===== config.mk =====
export PLATFORM = sky130hd
export DESIGN_NAME = sps_ctrl
export DESIGN_NICKNAME = d
export VERILOG_FILES = /design/src/rtl/sps_pkg.sv /design/src/rtl/sps_ctrl.sv
export SDC_FILE = /design/constraint.sdc
export NUM_CORES = 1
export LEC_CHECK = 0
export BUFFER_PORTS_ARGS = -buffer_cell sky130_fd_sc_hd__buf_2
export CAP_MARGIN = 30
export CORE_AREA = 8 8 45 47
export DETAILED_ROUTE_END_ITERATION = 16
export DIE_AREA = 0 0 53 55
export PLACE_DENSITY_LB_ADDON = 0.05
export SLEW_MARGIN = 20
export SYNTH_ARGS = -nofsm -noshare
export SYNTH_HDL_FRONTEND = slang
export SYNTH_SLANG_ARGS = --single-unit

===== constraint.sdc =====
create_clock -name clock -period 1.92 [get_ports clock]
set_input_delay 0.288 -clock clock [delete_from_list [all_inputs] [get_ports clock]]
set_output_delay 0.288 -clock clock [all_outputs]
set_load 0.01 [all_outputs]

===== src/rtl/sps_pkg.sv =====
// Shared types and constants of the servo pose sequencer.
`timescale 1ns / 1ps

package sps_pkg;

   localparam int POSE_DEPTH = 12;
   localparam int POSE_IDX_W = $clog2(POSE_DEPTH);
   localparam int JOINTS = 3;

   localparam logic [7:0] ANGLE_LIMIT = 8'd181;
   localparam logic [7:0] CODE_STOP = 8'hC8;
   localparam logic [7:0] CODE_READBACK = 8'hCA;
   localparam logic [4:0] FULL_SPEED = 5'd20;

   localparam logic [7:0] RESET_ANGLE_TOP = 8'd90;
   localparam logic [7:0] RESET_ANGLE_MIDDLE = 8'd155;
   localparam logic [7:0] RESET_ANGLE_BOTTOM = 8'd2;

   localparam logic OP_CONTROL = 1'b0;
   localparam logic OP_BUS_READ = 1'b1;

   localparam int QUOT_W = 5;
   localparam int REM_W = 13;

   typedef struct packed {
      logic       opcode;
      logic       byte_valid;
      logic [7:0] data_byte;
      logic       servos_idle;
      logic [7:0] pos_top;
      logic [7:0] pos_middle;
      logic [7:0] pos_bottom;
   } req_type;

   typedef struct packed {
      logic       move_valid;
      logic       hold_valid;
      logic [7:0] target_top;
      logic [7:0] target_middle;
      logic [7:0] target_bottom;
      logic [4:0] speed_top;
      logic [4:0] speed_middle;
      logic [4:0] speed_bottom;
      logic       irq_level;
      logic       read_valid;
      logic [7:0] read_data;
   } rsp_type;

   typedef enum logic [3:0] {
      ST_IDLE,
      ST_DECODE,
      ST_FETCH0,
      ST_FETCH1,
      ST_FETCH2,
      ST_FETCH_LAST,
      ST_PEAK,
      ST_DIVIDE,
      ST_PUBLISH
   } state_type;

   typedef enum logic [1:0] {
      KIND_NONE,
      KIND_HOLD,
      KIND_MOVE,
      KIND_READ
   } kind_type;

   typedef struct packed {
      logic       capture;
      logic       decode;
      logic       rd_issue;
      logic [1:0] rd_lane;
      logic       cap_valid;
      logic [1:0] cap_lane;
      logic       peak;
      logic       div_step;
      logic       publish;
   } cmd_type;

   typedef struct packed {
      logic is_move;
      logic div_last;
      logic slot_free;
   } status_type;

endpackage


===== src/rtl/sps_ctrl.sv =====
// Controller state machine sequencing decode, pose fetch, division and publish.
`timescale 1ns / 1ps

module sps_ctrl (
   input  logic                 clock,
   input  logic                 reset,
   input  logic                 req_valid,
   output logic                 req_ready,
   input  sps_pkg::status_type  status,
   output sps_pkg::cmd_type     cmd
);
   import sps_pkg::*;

   state_type state_ff;
   state_type state_in;

   always_ff @(posedge clock) begin
      if (reset) begin
         state_ff <= ST_IDLE;
      end else begin
         state_ff <= state_in;
      end
   end

   always_comb begin
      state_in = state_ff;
      case (state_ff)
         ST_IDLE: begin
            if (req_valid) state_in = ST_DECODE;
         end
         ST_DECODE: begin
            state_in = status.is_move ? ST_FETCH0 : ST_PUBLISH;
         end
         ST_FETCH0: state_in = ST_FETCH1;
         ST_FETCH1: state_in = ST_FETCH2;
         ST_FETCH2: state_in = ST_FETCH_LAST;
         ST_FETCH_LAST: state_in = ST_PEAK;
         ST_PEAK: state_in = ST_DIVIDE;
         ST_DIVIDE: begin
            if (status.div_last) state_in = ST_PUBLISH;
         end
         ST_PUBLISH: begin
            if (status.slot_free) state_in = ST_IDLE;
         end
         default: state_in = ST_IDLE;
      endcase
   end

   always_comb begin
      cmd = '0;
      req_ready = 1'b0;
      case (state_ff)
         ST_IDLE: begin
            req_ready = 1'b1;
            cmd.capture = req_valid;
         end
         ST_DECODE: cmd.decode = 1'b1;
         ST_FETCH0: begin
            cmd.rd_issue = 1'b1;
            cmd.rd_lane = 2'd0;
         end
         ST_FETCH1: begin
            cmd.rd_issue = 1'b1;
            cmd.rd_lane = 2'd1;
            cmd.cap_valid = 1'b1;
            cmd.cap_lane = 2'd0;
         end
         ST_FETCH2: begin
            cmd.rd_issue = 1'b1;
            cmd.rd_lane = 2'd2;
            cmd.cap_valid = 1'b1;
            cmd.cap_lane = 2'd1;
         end
         ST_FETCH_LAST: begin
            cmd.cap_valid = 1'b1;
            cmd.cap_lane = 2'd2;
         end
         ST_PEAK: cmd.peak = 1'b1;
         ST_DIVIDE: cmd.div_step = 1'b1;
         ST_PUBLISH: cmd.publish = status.slot_free;
         default: cmd = '0;
      endcase
   end

endmodule


==> results of run 1 <==
[per-layer routing]
metal / up-vias / GRT usage (%) / share of wire, %
met1: 185 / 9.98 / 51
met3: 0 / 1.87 / 4.7
met4: 0 / 3.88 / 0
met5: - / 0 / 0
li1: 209 / - / -
met2: 11 / 11.3 / 44
[power breakdown]
part	leakage [nW]	internal [mW]	switching (mW)	total, mW
Combinational	0.163	0.0303	0.0330	0.0634
Clock	0.0138	0.0700	0.0352	0.105
Sequential	0.0326	0.0882	0.0140	0.102
[cell usage after synthesis (all sizes together) (2+ instances only)]
library cell  count
nor3              5
nand2b            5
o21ai             3
a211oi            3
a21oi             3
buf               3
nand2             4
dfxtp             4
nor2b             2
nor2              4
[worst min-delay path by stage]
| stage | start | endpoint | slack, ps | cells past startpoint |
|---|---|---|---|---|
| detailed placement | reset | state_ff[1]$_SDFFE_PP0P_ | 520 | 2 |
| floorplan | reset | state_ff[0]$_SDFFE_PP0P_ | 360 | 1 |
| global route | reset | state_ff[3]$_SDFFE_PP0P_ | 280 | 2 |
| global placement | reset | state_ff[3]$_SDFFE_PP0P_ | 520 | 2 |
| CTS | reset | state_ff[3]$_SDFFE_PP0P_ | 270 | 2 |
| finish | reset | state_ff[3]$_SDFFE_PP0P_ | 280 | 2 |
[cell type report]
class | instances | area (sq um) | share of cell area (%)
Multi-Input combinational cell | 40 | 245 | 52.8
Timing Repair Buffer | 18 | 92.6 | 19.9
Sequential cell | 4 | 80.1 | 17.3
Clock buffer | 3 | 22.5 | 4.85
Tap cell | 16 | 20.0 | 4.31
Inverter | 1 | 3.75 | 0.809
[cells by family (layout without fill, tap and decap cells)]
kind of cell           Yosys count  after routing  synth area share (%)
and+or+nand+nor                 28             28                  46.4
DFF                              4              4                  23.0
buffers and inverters            5             22                  6.47
AOI/OAI and AO/OA               11             11                  21.2
muxes                            1              1                  2.88
[worst reg2reg max path, stage by stage, from the launching register on]
cell,delay (ps)
dfxtp_1,450
or3_1,430
a211o_1,270
a211oi_2,170
[through the flow]
stage | hold slack (ps) | power [mW]
global placement | 524 | 0.168
detailed placement | 523 | 0.167
CTS | 274 | 0.276
finish | 280 | 0.271
global route | 281 | 0.289
floorplan | 361 | 0.141
==> flow_summary_export.csv, run 1 <==
group,metric,value,unit
place,dpl_cell_area,442,sq um
clock_tree,cts.repair.resized,0,
grt,grtUsageTotal,7.64,%
floorplan,die_area,2920,sq um
final_layout,biggestRegsByFlops,"state_ff (4)",
synth,synth_edf_count,0,
floorplan,die_height,55,um
synth,synth_cell_types,25,
min_path,hp-class,"in2reg",
clock_tree,post_cts_buffers,0,
clock_tree,clk_path_buf_depth,2,
clock_tree,cts_sinks,4,
worst_setup_path,critPathKind,"reg2out",
worst_setup_path,worstSetupStartpointType,"register",
floorplan,die_w,53,um
floorplan,ios,18,
sta,layout_setup_ws,175,ps
sta,hold_violations,0,
synth,synth_ff_type,"dfxtp_1",
synth,async_flop_share,0,%
grt,grt_max_degree,18,
final_layout,regMostFlops,"state_ff",
worst_setup_path,worstPathRequired,1630,ps
sta,fin_crit,1750,ps
place,dp.cells,79,
synth,synth_area_leader_cell,"dfxtp_1",
final_layout,largest_reg_flops,4,
worst_setup_path,cp_slowest_stage_delay,600,ps
pwr,ir_drop,0.241,mV
sta,fin_crit_sh,90.9,%
sta,setup_viol,0,
worst_setup_path,crit_end,"cmd[5]",
worst_setup_path,startpoint,"state_ff[1]$_SDFFE_PP0P_",
run_status,status,"completed",
clock_tree,clk_latency,240,ps
sta,tns,0,ps
synth,ys_warn_count,0,
grt,gr-total-overflow,0,
place,portBuffers,17,
sta,drv_slew,0,
drt,drc,0,
synth,syn_area_per_cell,7.10,sq um
grt,grt_pass1_vias,382,
sta,max_slew_margin,67.1,%
pwr,p_leak,0.210,nW
worst_setup_path,critical_path_buf_inv_count,1,
floorplan,core,1380,sq um
drt,drt_wl_total,1080,um
synth,ys_seq_elements,4,
clock_tree,cts_htree_levels,1,
sta,clock.fmax,573,MHz
run,cap_violations,0,
floorplan,start_util,25.1,%
final_layout,layout.cells.non_filler,82,
place,place_ws,420,ps
final_layout,fillerInstances,149,
drt,ant_nets,0,
clock_tree,cts_root_buf,"clkbuf_4",
drt,vias_per_cell,4.94,
clock_tree,cts_tree,"built",
final_layout,final_design_area_no_fill,464,sq um
place,dp_hpwl,767,um
sta,rsz0062_at_grt,"no",
worst_setup_path,r2r-end,"state_ff[3]$_SDFFE_PP0P_",
worst_setup_path,critPathSlowestCell,"dfxtp_1",
worst_setup_path,cp_max_fo,17,
grt,grt_pass1_wl,1740,um
final_layout,syn_to_final_growth,33.5,%
worst_setup_path,path_cells,"nand2b_1, or2_1, a21oi_1, buf_2",
drt,dr.pass1.iters,4,
grt,antenna_found_initial,0,
synth,netlist_instances,49,
final_layout,fin_util,33.5,%
floorplan,rows,14,
drt,vias,405,
worst_setup_path,path_depth,4,
pwr,p_per_area,583,nW/um^2
synth,synth-seq-area-share,23.0,%
final_layout,layout_common_cells,"buf_2, nand2b_1, nor3_1",
worst_setup_path,cp_top_family,"flip-flops",
synth,netlist_area,348,sq um
final_layout,drive_gt1_share,33.3,%
place,place.gp.congestion,0.715,
worst_setup_path,rrSetupSlack,520,ps
final_layout,antennaDiodeCount,0,
synth,synth_top_area_share,23.0,%
clock_tree,cts_hold_buf,0,
worst_setup_path,reg2reg_from,"state_ff[2]$_SDFFE_PP0P_",
synth,netlist_top_cells_area,"dfxtp_1, nand2b_1, nor3_1",
final_layout,final_common_cell,"buf_2",
clock_tree,cts.clk_slew.worst_paths,40,ps
drt,wl_per_cell,13.1,um
sta,clock_skew,6.05,ps
worst_setup_path,cp_data_arrival_time,1460,ps
final_layout,fin_nets,74,
worst_setup_path,reg2reg_depth,3,
synth,syn-num-nets,55,
sta,worstMarginPinSlew,492,ps
clock_tree,cts_buffers,3,
drt,drt-initial-drc-count,10,
worst_setup_path,crit_path_end_kind,"output pin",
(Power assumes the default switching activity.)
==> run 2, diff against run 1 <==
--- a/config.mk
+++ b/config.mk
@@ -5,11 +5,13 @@
 export SDC_FILE = /design/constraint.sdc
 export NUM_CORES = 1
 export LEC_CHECK = 0
+export ABC_AREA = 1
 export BUFFER_PORTS_ARGS = -buffer_cell sky130_fd_sc_hd__buf_2
 export CAP_MARGIN = 30
 export CORE_AREA = 8 8 45 47
 export DETAILED_ROUTE_END_ITERATION = 16
 export DIE_AREA = 0 0 53 55
+export MAX_ROUTING_LAYER = met4
 export PLACE_DENSITY_LB_ADDON = 0.05
 export SLEW_MARGIN = 20
 export SYNTH_ARGS = -nofsm -noshare
==> run 2 against run 1 <==
Effect of this change: combinational power rose by 83%; non-clock buffer count down 1; critical path depth is the same; via count grew 2.7%; largest cell class unchanged.
==> flow_summary_export.csv, run 2 <==
group,metric,value,unit
sta,drv_slew,0,
sta,worst_hold_slack,246,ps
grt,grt_max_degree,9,
final_layout,regArea,80.1,sq um
drt,vias,416,
final_layout,final_design_area_no_fill,487,sq um
drt,ant_nets,0,
final_layout,fin_util,35.2,%
final_layout,multi_input_area,204,sq um
synth,ys_top_cells_by_count,"inv_1, nand2_1, nor2_1",
floorplan,die_height,55,um
clock_tree,clk_path_buf_depth,2,
clock_tree,cts_tree,"built",
synth,async_flop_share,0,%
drt,drt-initial-drc-count,9,
floorplan,rows,14,
floorplan,die_w,53,um
grt,gr-total-overflow,0,
worst_setup_path,path_cells,"nor2_2, inv_1, nor3_1, buf_2",
synth,syn_area_per_cell,5.73,sq um
synth,ys_warn_count,0,
place,dp.cells,96,
place,dpl_cell_area,464,sq um
sta,setup_viol,0,
synth,synth_cell_types,17,
place,portBuffers,17,
clock_tree,cts_buffers,3,
synth,synth-seq-area-share,21.8,%
worst_setup_path,path_depth,4,
final_layout,layout.cells.non_filler,99,
grt,grt_pass1_vias,353,
sta,fin_crit,1540,ps
final_layout,antennaDiodeCount,0,
worst_setup_path,crit_path_end_kind,"output pin",
sta,max_slew_margin,82.1,%
floorplan,start_util,26.5,%
sta,layout_setup_ws,380,ps
clock_tree,cts_hold_buf,0,
pwr,p_per_area,674,nW/um^2
worst_setup_path,cp_max_fo,8,
synth,synth_most_common_cell,"inv_1",
sta,hold_violations,0,
final_layout,regMostFlops,"state_ff",
synth,synth_edf_count,0,
place,place_ws,620,ps
run,cap_violations,0,
final_layout,syn_to_final_growth,32.8,%
sta,worstMarginPinSlew,268,ps
floorplan,core,1380,sq um
worst_setup_path,worstSetupStartpointType,"register",
synth,synth_top_area_share,21.8,%
drt,wl_per_cell,9.60,um
drt,dr.pass1.iters,5,
sta,clock.fmax,650,MHz
synth,netlist_top_cells_area,"dfxtp_1, inv_1, nand2_1",
synth,netlist_instances,64,
final_layout,fillerInstances,165,
final_layout,largest_reg_flops,4,
worst_setup_path,critPathSlowestCell,"dfxtp_1",
worst_setup_path,critPathKind,"reg2out",
final_layout,fin_nets,91,
drt,vias_per_cell,4.20,
worst_setup_path,cp_data_arrival_time,1250,ps
min_path,hold_depth,2,
final_layout,biggestRegsByFlops,"state_ff (4)",
synth,netlist_area,367,sq um
grt,grt_pass1_wl,1470,um
min_path,hp-class,"in2reg",
drt,drt_wl_total,950,um
synth,ys_seq_elements,4,
sta,clock_skew,3.67,ps
clock_tree,cts_htree_levels,1,
pwr,ir_drop,0.180,mV
worst_setup_path,cp_slowest_stage_delay,370,ps
place,place.gp.congestion,0.707,
final_layout,drive_gt1_share,36.1,%
floorplan,die_area,2920,sq um
final_layout,layout_common_cells,"buf_2, inv_1, nand2_1",
drt,drc,0,
clock_tree,clk_latency,240,ps
clock_tree,cts.repair.resized,0,
clock_tree,post_cts_buffers,0,
worst_setup_path,critical_path_buf_inv_count,2,
run_status,status,"completed",
place,dp_hpwl,783,um
worst_setup_path,worstPathRequired,1630,ps
synth,synth_ff_type,"dfxtp_1",
worst_setup_path,reg2reg_depth,7,
final_layout,final_common_cell,"buf_2",
grt,antenna_found_initial,0,
pwr,p_leak,0.354,nW
pwr,p_total,0.328,mW
synth,synth_area_leader_cell,"dfxtp_1",
synth,syn-num-nets,70,
worst_setup_path,cp_top_family,"flip-flops",
grt,grtUsageTotal,7.09,%
floorplan,ios,18,
clock_tree,cts.clk_slew.worst_paths,40,ps
clock_tree,cts_sinks,4,
sta,tns,0,ps
sta,fin_crit_sh,80.2,%
sta,rsz0062_at_grt,"no",
clock_tree,cts_root_buf,"clkbuf_4",
## run 2: logic make-up (layout without fill, tap and decap cells)
family	Yosys count	after routing	synth area share, %
and+or+nand+nor	35	35	48.8
buffers and inverters	21	40	22.5
DFF	4	4	21.8
AOI/OAI and AO/OA	4	4	6.82
## run 2: area by class of cell
type	count	share of cell area, %
repair buffers	17	17.5
well taps	16	4.11
multi-input cells	39	41.9
clock buffers	3	4.63
inverters	20	15.4
flip-flops and latches	4	16.5
## run 2: routing by layer
metal / global-route usage [%] / part of all wire, % / routed length [um] / up-vias
li1: - / - / - / 230
met1: 7.89 / 46 / 437 / 172
met2: 9.96 / 46 / 438 / 12
met3: 2.14 / 6.6 / 63 / 2
met4: 6.47 / 1.2 / 11 / 0
met5: - / 0 / 0 / -
## run 2: power by group
group          switching, mW  total [mW]  internal [mW]
combinational         0.0693       0.116         0.0469
sequential            0.0139       0.105         0.0914
clock                 0.0365       0.107         0.0701
total                  0.120       0.328          0.208
## run 2: path summary, 6_finish.rpt
kind                                                  to  slack (ps)                     start
worst max-delay path                             cmd[10]         380  state_ff[0]$_SDFFE_PP0P_
worst min-delay path            state_ff[1]$_SDFFE_PP0P_         250                     reset
worst max register to register  state_ff[3]$_SDFFE_PP0P_         790  state_ff[0]$_SDFFE_PP0P_
worst min register to register  state_ff[1]$_SDFFE_PP0P_         680  state_ff[2]$_SDFFE_PP0P_
