--- src/rtl/sps_pkg.sv ---
// Shared types and constants of the servo pose sequencer.
`timescale 1ns / 1ps

package sps_pkg;

   localparam int POSE_DEPTH = 12;
   localparam int POSE_IDX_W = $clog2(POSE_DEPTH);
   localparam int JOINTS = 3;

   localparam logic [7:0] ANGLE_LIMIT = 8'd181;
   localparam logic [7:0] CODE_STOP = 8'hC8;
   localparam logic [7:0] CODE_READBACK = 8'hCA;
   localparam logic [4:0] FULL_SPEED = 5'd20;

   localparam logic [7:0] RESET_ANGLE_TOP = 8'd90;
   localparam logic [7:0] RESET_ANGLE_MIDDLE = 8'd155;
   localparam logic [7:0] RESET_ANGLE_BOTTOM = 8'd2;

   localparam logic OP_CONTROL = 1'b0;
   localparam logic OP_BUS_READ = 1'b1;

   localparam int QUOT_W = 5;
   localparam int REM_W = 13;

   typedef struct packed {
      logic       opcode;
      logic       byte_valid;
      logic [7:0] data_byte;
      logic       servos_idle;
      logic [7:0] pos_top;
      logic [7:0] pos_middle;
      logic [7:0] pos_bottom;
   } req_type;

   typedef struct packed {
      logic       move_valid;
      logic       hold_valid;
      logic [7:0] target_top;
      logic [7:0] target_middle;
      logic [7:0] target_bottom;
      logic [4:0] speed_top;
      logic [4:0] speed_middle;
      logic [4:0] speed_bottom;
      logic       irq_level;
      logic       read_valid;
      logic [7:0] read_data;
   } rsp_type;

   typedef enum logic [3:0] {
      ST_IDLE,
      ST_DECODE,
      ST_FETCH0,
      ST_FETCH1,
      ST_FETCH2,
      ST_FETCH_LAST,
      ST_PEAK,
      ST_DIVIDE,
      ST_PUBLISH
   } state_type;

   typedef enum logic [1:0] {
      KIND_NONE,
      KIND_HOLD,
      KIND_MOVE,
      KIND_READ
   } kind_type;

   typedef struct packed {
      logic       capture;
      logic       decode;
      logic       rd_issue;
      logic [1:0] rd_lane;
      logic       cap_valid;
      logic [1:0] cap_lane;
      logic       peak;
      logic       div_step;
      logic       publish;
   } cmd_type;

   typedef struct packed {
      logic is_move;
      logic div_last;
      logic slot_free;
   } status_type;

endpackage

--- src/rtl/sps_datapath.sv ---
// Datapath: command decode, pose store, sequencing state, speed divider, response register.
`timescale 1ns / 1ps

module sps_datapath #(
   parameter int NUM_SUBMOVES = 4
) (
   input  logic                clock,
   input  logic                reset,
   input  sps_pkg::cmd_type    cmd,
   output sps_pkg::status_type status,
   input  sps_pkg::req_type    req_payload,
   input  logic                rsp_ready,
   output logic                rsp_valid,
   output sps_pkg::rsp_type    rsp_payload
);
   import sps_pkg::*;

   localparam int SC_W = $clog2(NUM_SUBMOVES + 2);
   localparam logic [SC_W-1:0] SC_LAST = SC_W'(NUM_SUBMOVES);
   localparam logic [POSE_IDX_W-1:0] BASE_LAST = POSE_IDX_W'(POSE_DEPTH - JOINTS);
   localparam logic [POSE_IDX_W-1:0] RINDEX_FULL = POSE_IDX_W'(POSE_DEPTH);

   logic [7:0] pose_mem [POSE_DEPTH];
   logic [7:0] rdata_ff;

   req_type                item_ff, item_in;
   logic [7:0]             last_ff [JOINTS];
   logic [7:0]             last_in [JOINTS];
   logic [7:0]             capt_ff [JOINTS];
   logic [7:0]             capt_in [JOINTS];
   logic [7:0]             tgt_ff [JOINTS];
   logic [7:0]             tgt_in [JOINTS];
   logic [7:0]             delta_ff [JOINTS];
   logic [7:0]             delta_in [JOINTS];
   logic [REM_W-1:0]       rem_ff [JOINTS];
   logic [REM_W-1:0]       rem_in [JOINTS];
   logic [QUOT_W-1:0]      quot_ff [JOINTS];
   logic [QUOT_W-1:0]      quot_in [JOINTS];
   logic [REM_W-1:0]       divisor_ff, divisor_in;
   logic [2:0]             step_ff, step_in;
   logic [POSE_IDX_W-1:0]  rindex_ff, rindex_in;
   logic [POSE_IDX_W-1:0]  base_ff, base_in;
   logic [SC_W-1:0]        subseq_ff, subseq_in;
   logic                   start_ff, start_in;
   logic                   running_ff, running_in;
   logic                   stop_ff, stop_in;
   logic                   armed_ff, armed_in;
   logic [1:0]             cursor_ff, cursor_in;
   logic                   irq_ff, irq_in;
   kind_type               kind_ff, kind_in;
   logic [7:0]             rdbyte_ff, rdbyte_in;
   logic                   rsp_valid_ff, rsp_valid_in;
   rsp_type                rsp_ff, rsp_in;

   logic                   byte_angle;
   logic                   wrap;
   logic                   start_eff;
   logic [SC_W-1:0]        subseq_eff;
   logic [POSE_IDX_W-1:0]  base_eff;
   logic                   stop_eff;
   logic                   armed_eff;
   logic                   irq_eff;
   logic                   is_move;
   logic [7:0]             pos [JOINTS];
   logic [7:0]             peak;
   logic [POSE_IDX_W-1:0]  rd_addr;
   logic [7:0]             capt_sel;

   assign pos[0] = item_ff.pos_top;
   assign pos[1] = item_ff.pos_middle;
   assign pos[2] = item_ff.pos_bottom;

   assign byte_angle = item_ff.byte_valid && (item_ff.data_byte >= 8'd1)
                       && (item_ff.data_byte <= ANGLE_LIMIT);
   assign wrap = byte_angle && ((rindex_ff + 1'b1) == RINDEX_FULL);
   assign start_eff = wrap || start_ff;
   assign subseq_eff = wrap ? '0 : subseq_ff;
   assign base_eff = wrap ? '0 : base_ff;
   assign stop_eff = stop_ff || (item_ff.byte_valid && item_ff.data_byte == CODE_STOP);
   assign armed_eff = armed_ff
                      || (item_ff.byte_valid && item_ff.data_byte == CODE_READBACK);
   assign irq_eff = byte_angle ? 1'b0 : irq_ff;
   assign is_move = (item_ff.opcode == OP_CONTROL) && !stop_eff && start_eff
                    && (subseq_eff < SC_LAST);

   assign peak = (delta_ff[0] >= delta_ff[1])
                 ? ((delta_ff[0] >= delta_ff[2]) ? delta_ff[0] : delta_ff[2])
                 : ((delta_ff[1] >= delta_ff[2]) ? delta_ff[1] : delta_ff[2]);

   assign rd_addr = base_ff + {{(POSE_IDX_W-2){1'b0}}, cmd.rd_lane};

   always_comb begin
      capt_sel = '0;
      for (int k = 0; k < JOINTS; k++) begin
         if (cursor_ff == 2'(k)) capt_sel = capt_ff[k];
      end
   end

   assign status.is_move = is_move;
   assign status.div_last = (step_ff == 3'(QUOT_W - 1));
   assign status.slot_free = !rsp_valid_ff || rsp_ready;

   always_ff @(posedge clock) begin
      if (cmd.decode && item_ff.opcode == OP_CONTROL && byte_angle) begin
         pose_mem[rindex_ff] <= item_ff.data_byte - 8'd1;
      end
      if (cmd.rd_issue) begin
         rdata_ff <= pose_mem[rd_addr];
      end
   end

   always_comb begin
      item_in = item_ff;
      for (int k = 0; k < JOINTS; k++) begin
         last_in[k] = last_ff[k];
         capt_in[k] = capt_ff[k];
         tgt_in[k] = tgt_ff[k];
         delta_in[k] = delta_ff[k];
         rem_in[k] = rem_ff[k];
         quot_in[k] = quot_ff[k];
      end
      divisor_in = divisor_ff;
      step_in = step_ff;
      rindex_in = rindex_ff;
      base_in = base_ff;
      subseq_in = subseq_ff;
      start_in = start_ff;
      running_in = running_ff;
      stop_in = stop_ff;
      armed_in = armed_ff;
      cursor_in = cursor_ff;
      irq_in = irq_ff;
      kind_in = kind_ff;
      rdbyte_in = rdbyte_ff;
      rsp_in = rsp_ff;
      rsp_valid_in = rsp_valid_ff;

      if (cmd.capture) item_in = req_payload;

      if (cmd.decode) begin
         if (item_ff.opcode == OP_BUS_READ) begin
            kind_in = KIND_NONE;
            if (armed_ff) begin
               kind_in = KIND_READ;
               rdbyte_in = capt_sel;
               if (cursor_ff == 2'd2) begin
                  cursor_in = '0;
                  armed_in = 1'b0;
               end else begin
                  cursor_in = cursor_ff + 2'd1;
               end
            end
         end else begin
            rindex_in = wrap ? '0 : (byte_angle ? rindex_ff + 1'b1 : rindex_ff);
            start_in = start_eff;
            subseq_in = subseq_eff;
            base_in = base_eff;
            stop_in = stop_eff;
            armed_in = armed_eff;
            irq_in = irq_eff;
            kind_in = KIND_NONE;
            if (stop_eff) begin
               stop_in = 1'b0;
               running_in = 1'b0;
               start_in = 1'b0;
               armed_in = 1'b1;
               kind_in = KIND_HOLD;
               for (int k = 0; k < JOINTS; k++) begin
                  capt_in[k] = pos[k];
                  last_in[k] = pos[k] + 8'd1;
                  tgt_in[k] = pos[k];
               end
            end else if (is_move) begin
               start_in = 1'b0;
               running_in = 1'b1;
               kind_in = KIND_MOVE;
            end else if (running_ff && item_ff.servos_idle) begin
               start_in = 1'b1;
               subseq_in = subseq_eff + 1'b1;
               running_in = 1'b0;
               base_in = (base_eff == BASE_LAST) ? '0 : base_eff + POSE_IDX_W'(JOINTS);
            end else if (subseq_eff == SC_LAST) begin
               irq_in = 1'b1;
               start_in = 1'b0;
               subseq_in = subseq_eff + 1'b1;
            end
         end
      end

      if (cmd.cap_valid) begin
         for (int k = 0; k < JOINTS; k++) begin
            if (cmd.cap_lane == 2'(k)) begin
               delta_in[k] = (rdata_ff > last_ff[k]) ? rdata_ff - last_ff[k]
                                                     : last_ff[k] - rdata_ff;
               last_in[k] = rdata_ff;
               tgt_in[k] = rdata_ff;
            end
         end
      end

      if (cmd.peak) begin
         divisor_in = {1'b0, peak, 4'b0000};
         step_in = '0;
         for (int k = 0; k < JOINTS; k++) begin
            rem_in[k] = ({5'b0, delta_ff[k]} << 4) + ({5'b0, delta_ff[k]} << 2);
            quot_in[k] = '0;
         end
      end

      if (cmd.div_step) begin
         divisor_in = divisor_ff >> 1;
         step_in = step_ff + 3'd1;
         for (int k = 0; k < JOINTS; k++) begin
            if (divisor_ff != '0 && rem_ff[k] >= divisor_ff) begin
               rem_in[k] = rem_ff[k] - divisor_ff;
               quot_in[k] = {quot_ff[k][QUOT_W-2:0], 1'b1};
            end else begin
               quot_in[k] = {quot_ff[k][QUOT_W-2:0], 1'b0};
            end
         end
      end

      if (cmd.publish) begin
         rsp_valid_in = 1'b1;
         rsp_in = '0;
         rsp_in.move_valid = (kind_ff == KIND_MOVE);
         rsp_in.hold_valid = (kind_ff == KIND_HOLD);
         if (kind_ff == KIND_MOVE || kind_ff == KIND_HOLD) begin
            rsp_in.target_top = tgt_ff[0];
            rsp_in.target_middle = tgt_ff[1];
            rsp_in.target_bottom = tgt_ff[2];
         end
         if (kind_ff == KIND_MOVE) begin
            rsp_in.speed_top = quot_ff[0];
            rsp_in.speed_middle = quot_ff[1];
            rsp_in.speed_bottom = quot_ff[2];
         end
         rsp_in.irq_level = irq_ff;
         rsp_in.read_valid = (kind_ff == KIND_READ);
         rsp_in.read_data = (kind_ff == KIND_READ) ? rdbyte_ff : '0;
      end else if (rsp_ready) begin
         rsp_valid_in = 1'b0;
      end
   end

   always_ff @(posedge clock) begin
      item_ff <= item_in;
      for (int k = 0; k < JOINTS; k++) begin
         tgt_ff[k] <= tgt_in[k];
         delta_ff[k] <= delta_in[k];
         rem_ff[k] <= rem_in[k];
         quot_ff[k] <= quot_in[k];
      end
      divisor_ff <= divisor_in;
      step_ff <= step_in;
      kind_ff <= kind_in;
      rdbyte_ff <= rdbyte_in;
      rsp_ff <= rsp_in;
      if (reset) begin
         last_ff[0] <= RESET_ANGLE_TOP;
         last_ff[1] <= RESET_ANGLE_MIDDLE;
         last_ff[2] <= RESET_ANGLE_BOTTOM;
         for (int k = 0; k < JOINTS; k++) begin
            capt_ff[k] <= '0;
         end
         rindex_ff <= '0;
         base_ff <= '0;
         subseq_ff <= '0;
         start_ff <= 1'b0;
         running_ff <= 1'b0;
         stop_ff <= 1'b0;
         armed_ff <= 1'b0;
         cursor_ff <= '0;
         irq_ff <= 1'b0;
         rsp_valid_ff <= 1'b0;
      end else begin
         for (int k = 0; k < JOINTS; k++) begin
            last_ff[k] <= last_in[k];
            capt_ff[k] <= capt_in[k];
         end
         rindex_ff <= rindex_in;
         base_ff <= base_in;
         subseq_ff <= subseq_in;
         start_ff <= start_in;
         running_ff <= running_in;
         stop_ff <= stop_in;
         armed_ff <= armed_in;
         cursor_ff <= cursor_in;
         irq_ff <= irq_in;
         rsp_valid_ff <= rsp_valid_in;
      end
   end

   assign rsp_valid = rsp_valid_ff;
   assign rsp_payload = rsp_ff;

endmodule

--- config.mk ---
export PLATFORM = sky130hd
export DESIGN_NAME = sps_datapath
export DESIGN_NICKNAME = d
export VERILOG_FILES = /design/src/rtl/sps_pkg.sv /design/src/rtl/sps_datapath.sv
export SDC_FILE = /design/constraint.sdc
export NUM_CORES = 1
export LEC_CHECK = 0
export BUFFER_PORTS_ARGS = -buffer_cell sky130_fd_sc_hd__clkbuf_2
export CELL_PAD_IN_SITES_DETAIL_PLACEMENT = 0
export CELL_PAD_IN_SITES_GLOBAL_PLACEMENT = 1
export CORE_ASPECT_RATIO = 2
export CORE_MARGIN = 4
export CORE_UTILIZATION = 30
export CTS_CLUSTER_DIAMETER = 60
export DETAILED_ROUTE_END_ITERATION = 12
export GPL_ROUTABILITY_DRIVEN = 0
export PLACE_DENSITY_LB_ADDON = 0.1
export SLEW_MARGIN = 20
export SYNTH_ARGS = -nofsm -noshare
export SYNTH_HDL_FRONTEND = slang
export SYNTH_SLANG_ARGS = --single-unit
export TNS_END_PERCENT = 30
--- constraint.sdc ---
create_clock -name clock -period 3.16 [get_ports clock]
set_input_delay 0.158 -clock clock [delete_from_list [all_inputs] [get_ports clock]]
set_output_delay 0.158 -clock clock [all_outputs]
set_load 0.005 [all_outputs]
==> flow_summary.ini <==
[setup_path]
ff2ff_path_depth = 8
crit_type = register to register
crit_start = rdata_ff[4]$_DFFE_PP_
endpoint = delta_ff[0][4]$_DFFE_PP_
crit_arrival_ns = 3.19
rrSetupSlack_ns = 0.27
cp_common_cell = a21oi_1
cp_num_cells = 8
crit_buf_inv = 1
end_kind = register
crit_path_start_kind = register
path_cells = inv_1 > ha_1 > a21o_1 > a21oi_1 > a21oi_1 > o31ai_4 > mux2_2 > xor2_1
reg2reg_from = rdata_ff[4]$_DFFE_PP_
worstPathMaxFanout = 9
cp_top_family = compound AO/OA/AOI/OAI gates
timing.rr.end = delta_ff[0][4]$_DFFE_PP_
max_stage_delay_ns = 0.46
required_ns = 3.46
crit_slowest_cell = o31ai_4

[route]
drc = 0
antenna_left = 0
dr.pass1.iters = 5
drt_wl_total_mm = 64.1
drt_iter0_drc = 610
routedWlPerCell_um = 21.9
routed_via_density = 4.88
vias = 14200

[power_and_ir_drop]
powerDensity_nw_per_um2 = 653
irDropWorstVdd_mv = 0.696
power.leakage_nw = 9.29
p_total_w = 0.0155

[sta]
max_freq_ghz = 0.346
fin_crit_sh_pct = 91.4
worst_slack_ns = 0.272
period_needed_ns = 2.89
finClkSkew_ns = 0.0196
setup_tns_ns = 0
slew-limit-headroom_pct = 36.1
finalSetupViolCount = 0
tightest_slew_ns = 0.959
drv_slew = 0
hold_viol_final = 0
rsz0062_at_grt = no

[floorplan]
die_area_um2 = 71400
initial_core_util_pct = 30.4
rows = 133
core_area_um2 = 66100
io_pins = 104
die_x_um = 191
die_y_um = 374

[place]
preCtsSetupSlack_ns = 0.225
hpwl_mm = 50.4
io_buffers = 103
dpl.cell_count = 2809

[clock_tree]
cts-root-buf = clkbuf_16
post-cts-setup-buffers = 0
clk_path_buf_depth = 3
ctsHtreeMaxLevel = 2
path_clk_slew_ns = 0.06
cts.sinks = 383
cts_inserted_buffers = 41
clk_latency_ns = 0.58
cts_tree = built

[synthesis]
ys_top_cells_by_area = edfxtp_1 (38%), dfxtp_1 (13%), ha_1 (9.0%)
synth_edf_count = 254
synth_seq_cells = 383
avgSynthCellArea_um2 = 11.0
yosys-top-cells-count = edfxtp_1 (254), a21oi_1 (155), nand2_1 (147)
yosys.area.top_type_share_pct = 38.0
ys_types = 80
synth_ff_type = edfxtp_1
synth.most_common_cell = edfxtp_1
synth_largest_area_cell = edfxtp_1
async_reset_ff_share_pct = 0
postSynthNetCount = 2036
synth_cells = 1829
ys_warn_count = 0
synth.cell_area_um2 = 20100
ys_seq_area_share_pct = 50.9

[global_route]
grt_pass1_vias = 15400
grt_max_degree = 58
grt_pass1_wl_mm = 95.2
antenna_found_initial = 0
grt_overflow = 0
track_usage_pct = 17.9

[worst_hold_path]
min_path_type = primary input to register

[layout]
nets = 2220
regArea_um2 = 10200
utilization_pct = 35.9
n_fill_cell = 6677
drive_above_1_share_pct = 13.7
stdcell_count = 2922
multiInputGateArea_um2 = 9170
area_delta_synth_final_pct = 18.0

[run_status]
status = finished clean

[flow_run]
maxCapViolCount = 0
==> registers in the layout, indices dropped and copies added, names as in the netlist <==
name         cells
base_ff          4
quot_ff         15
running_ff       1
kind_ff          2
rsp_valid        1
tgt_ff          24
armed_ff         1
last_ff         24
divisor_ff      12
step_ff          3
rem_ff          39
rindex_ff        4
item_ff         35
rdbyte_ff        8
subseq_ff        3
rdata_ff         8
irq_ff           1
start_ff         1
delta_ff        24
pose_mem        96
rsp_payload     51
capt_ff         24
cursor_ff        2
==> worst min-delay path, stage by stage <==
cell and delay, ns:
clkbuf_2 0.09, or3b_2 0.26, a211oi_1 0.11
==> cells by family (layout without fill, tap and decap cells) <==
kind of cell	count (synthesis)	in the layout	synth area share [%]
other	0	1	0
adder cells (fa/ha/maj)	158	158	10.3
AO/OA/AOI/OAI	452	452	14.3
AND/OR/NAND/NOR	510	510	12.6
buffers and inverters	179	394	3.56
XOR/XNOR	73	73	3.18
flip-flops	383	383	50.9
multiplexers	74	74	5.22
==> metrics by stage <==
stage               hold WS, ns  instance area (um^2)
floorplan                 0.257                 20100
global placement          0.336                 22000
detailed placement        0.337                 22000
CTS                      0.0682                 23700
global route              0.131                 23700
finish                    0.105                 23700
==> worst min path at each step <==
stage | from | end | slack, ns | cells after the start
after floorplan | req_payload[0] | item_ff[0]$_DFFE_PP_ | 0.26 | 0
after global placement | req_payload[0] | item_ff[0]$_DFFE_PP_ | 0.34 | 1
after detailed placement | req_payload[22] | item_ff[22]$_DFFE_PP_ | 0.34 | 1
after CTS | cmd[3] | last_ff[0][0]$_SDFF_PP0_ | 0.07 | 3
after global routing | cmd[3] | last_ff[0][0]$_SDFF_PP0_ | 0.13 | 3
final | cmd[3] | last_ff[0][0]$_SDFF_PP0_ | 0.10 | 3
==> cell usage in the layout (no fill, tap or decap), types with 44 or more instances in the layout <==
master     count
buf_4         60
ha_1         145
and2_1        44
xnor2_1       45
clkbuf_16     44
edfxtp_1     254
nand2_1      146
clkbuf_2     102
o21ai_0      113
nor2b_1       51
dfxtp_1      129
inv_1        110
mux2i_1       44
nor2_1       103
a21oi_1      155
==> timing repair <==
action	in CTS	in global routing
hold endpoints to repair	47	0
hold buffers	38	0
resized for setup	0	1
setup endpoints to repair	0	3
==> layer usage <==
metal	global-route usage, %	vias to the layer above	routed length, um
met5	0	-	0
met3	1.86	132	1510
met1	16.0	6844	20300
li1	-	7014	-
met4	8.75	0	3480
met2	38.0	257	38800
==> cell type report <==
| type | count | share of cell area (%) |
|---|---|---|
| Antenna cell | 1 | 0.0106 |
| Clock buffer | 58 | 4.95 |
| Multi-Input combinational cell | 1267 | 38.7 |
| Tap cell | 877 | 4.63 |
| Sequential cell | 383 | 43.1 |
| Inverter | 114 | 1.81 |
| Clock inverter | 16 | 0.713 |
| Timing Repair Buffer | 206 | 6.10 |
==> where the power goes <==
group | switching (W) | internal [W] | total, W
logic | 0.00240 | 0.00187 | 0.00426
clock network | 0.00209 | 0.00285 | 0.00494
registers | 0.000352 | 0.00593 | 0.00628
No activity file was read; power rests on OpenSTA's default activity.
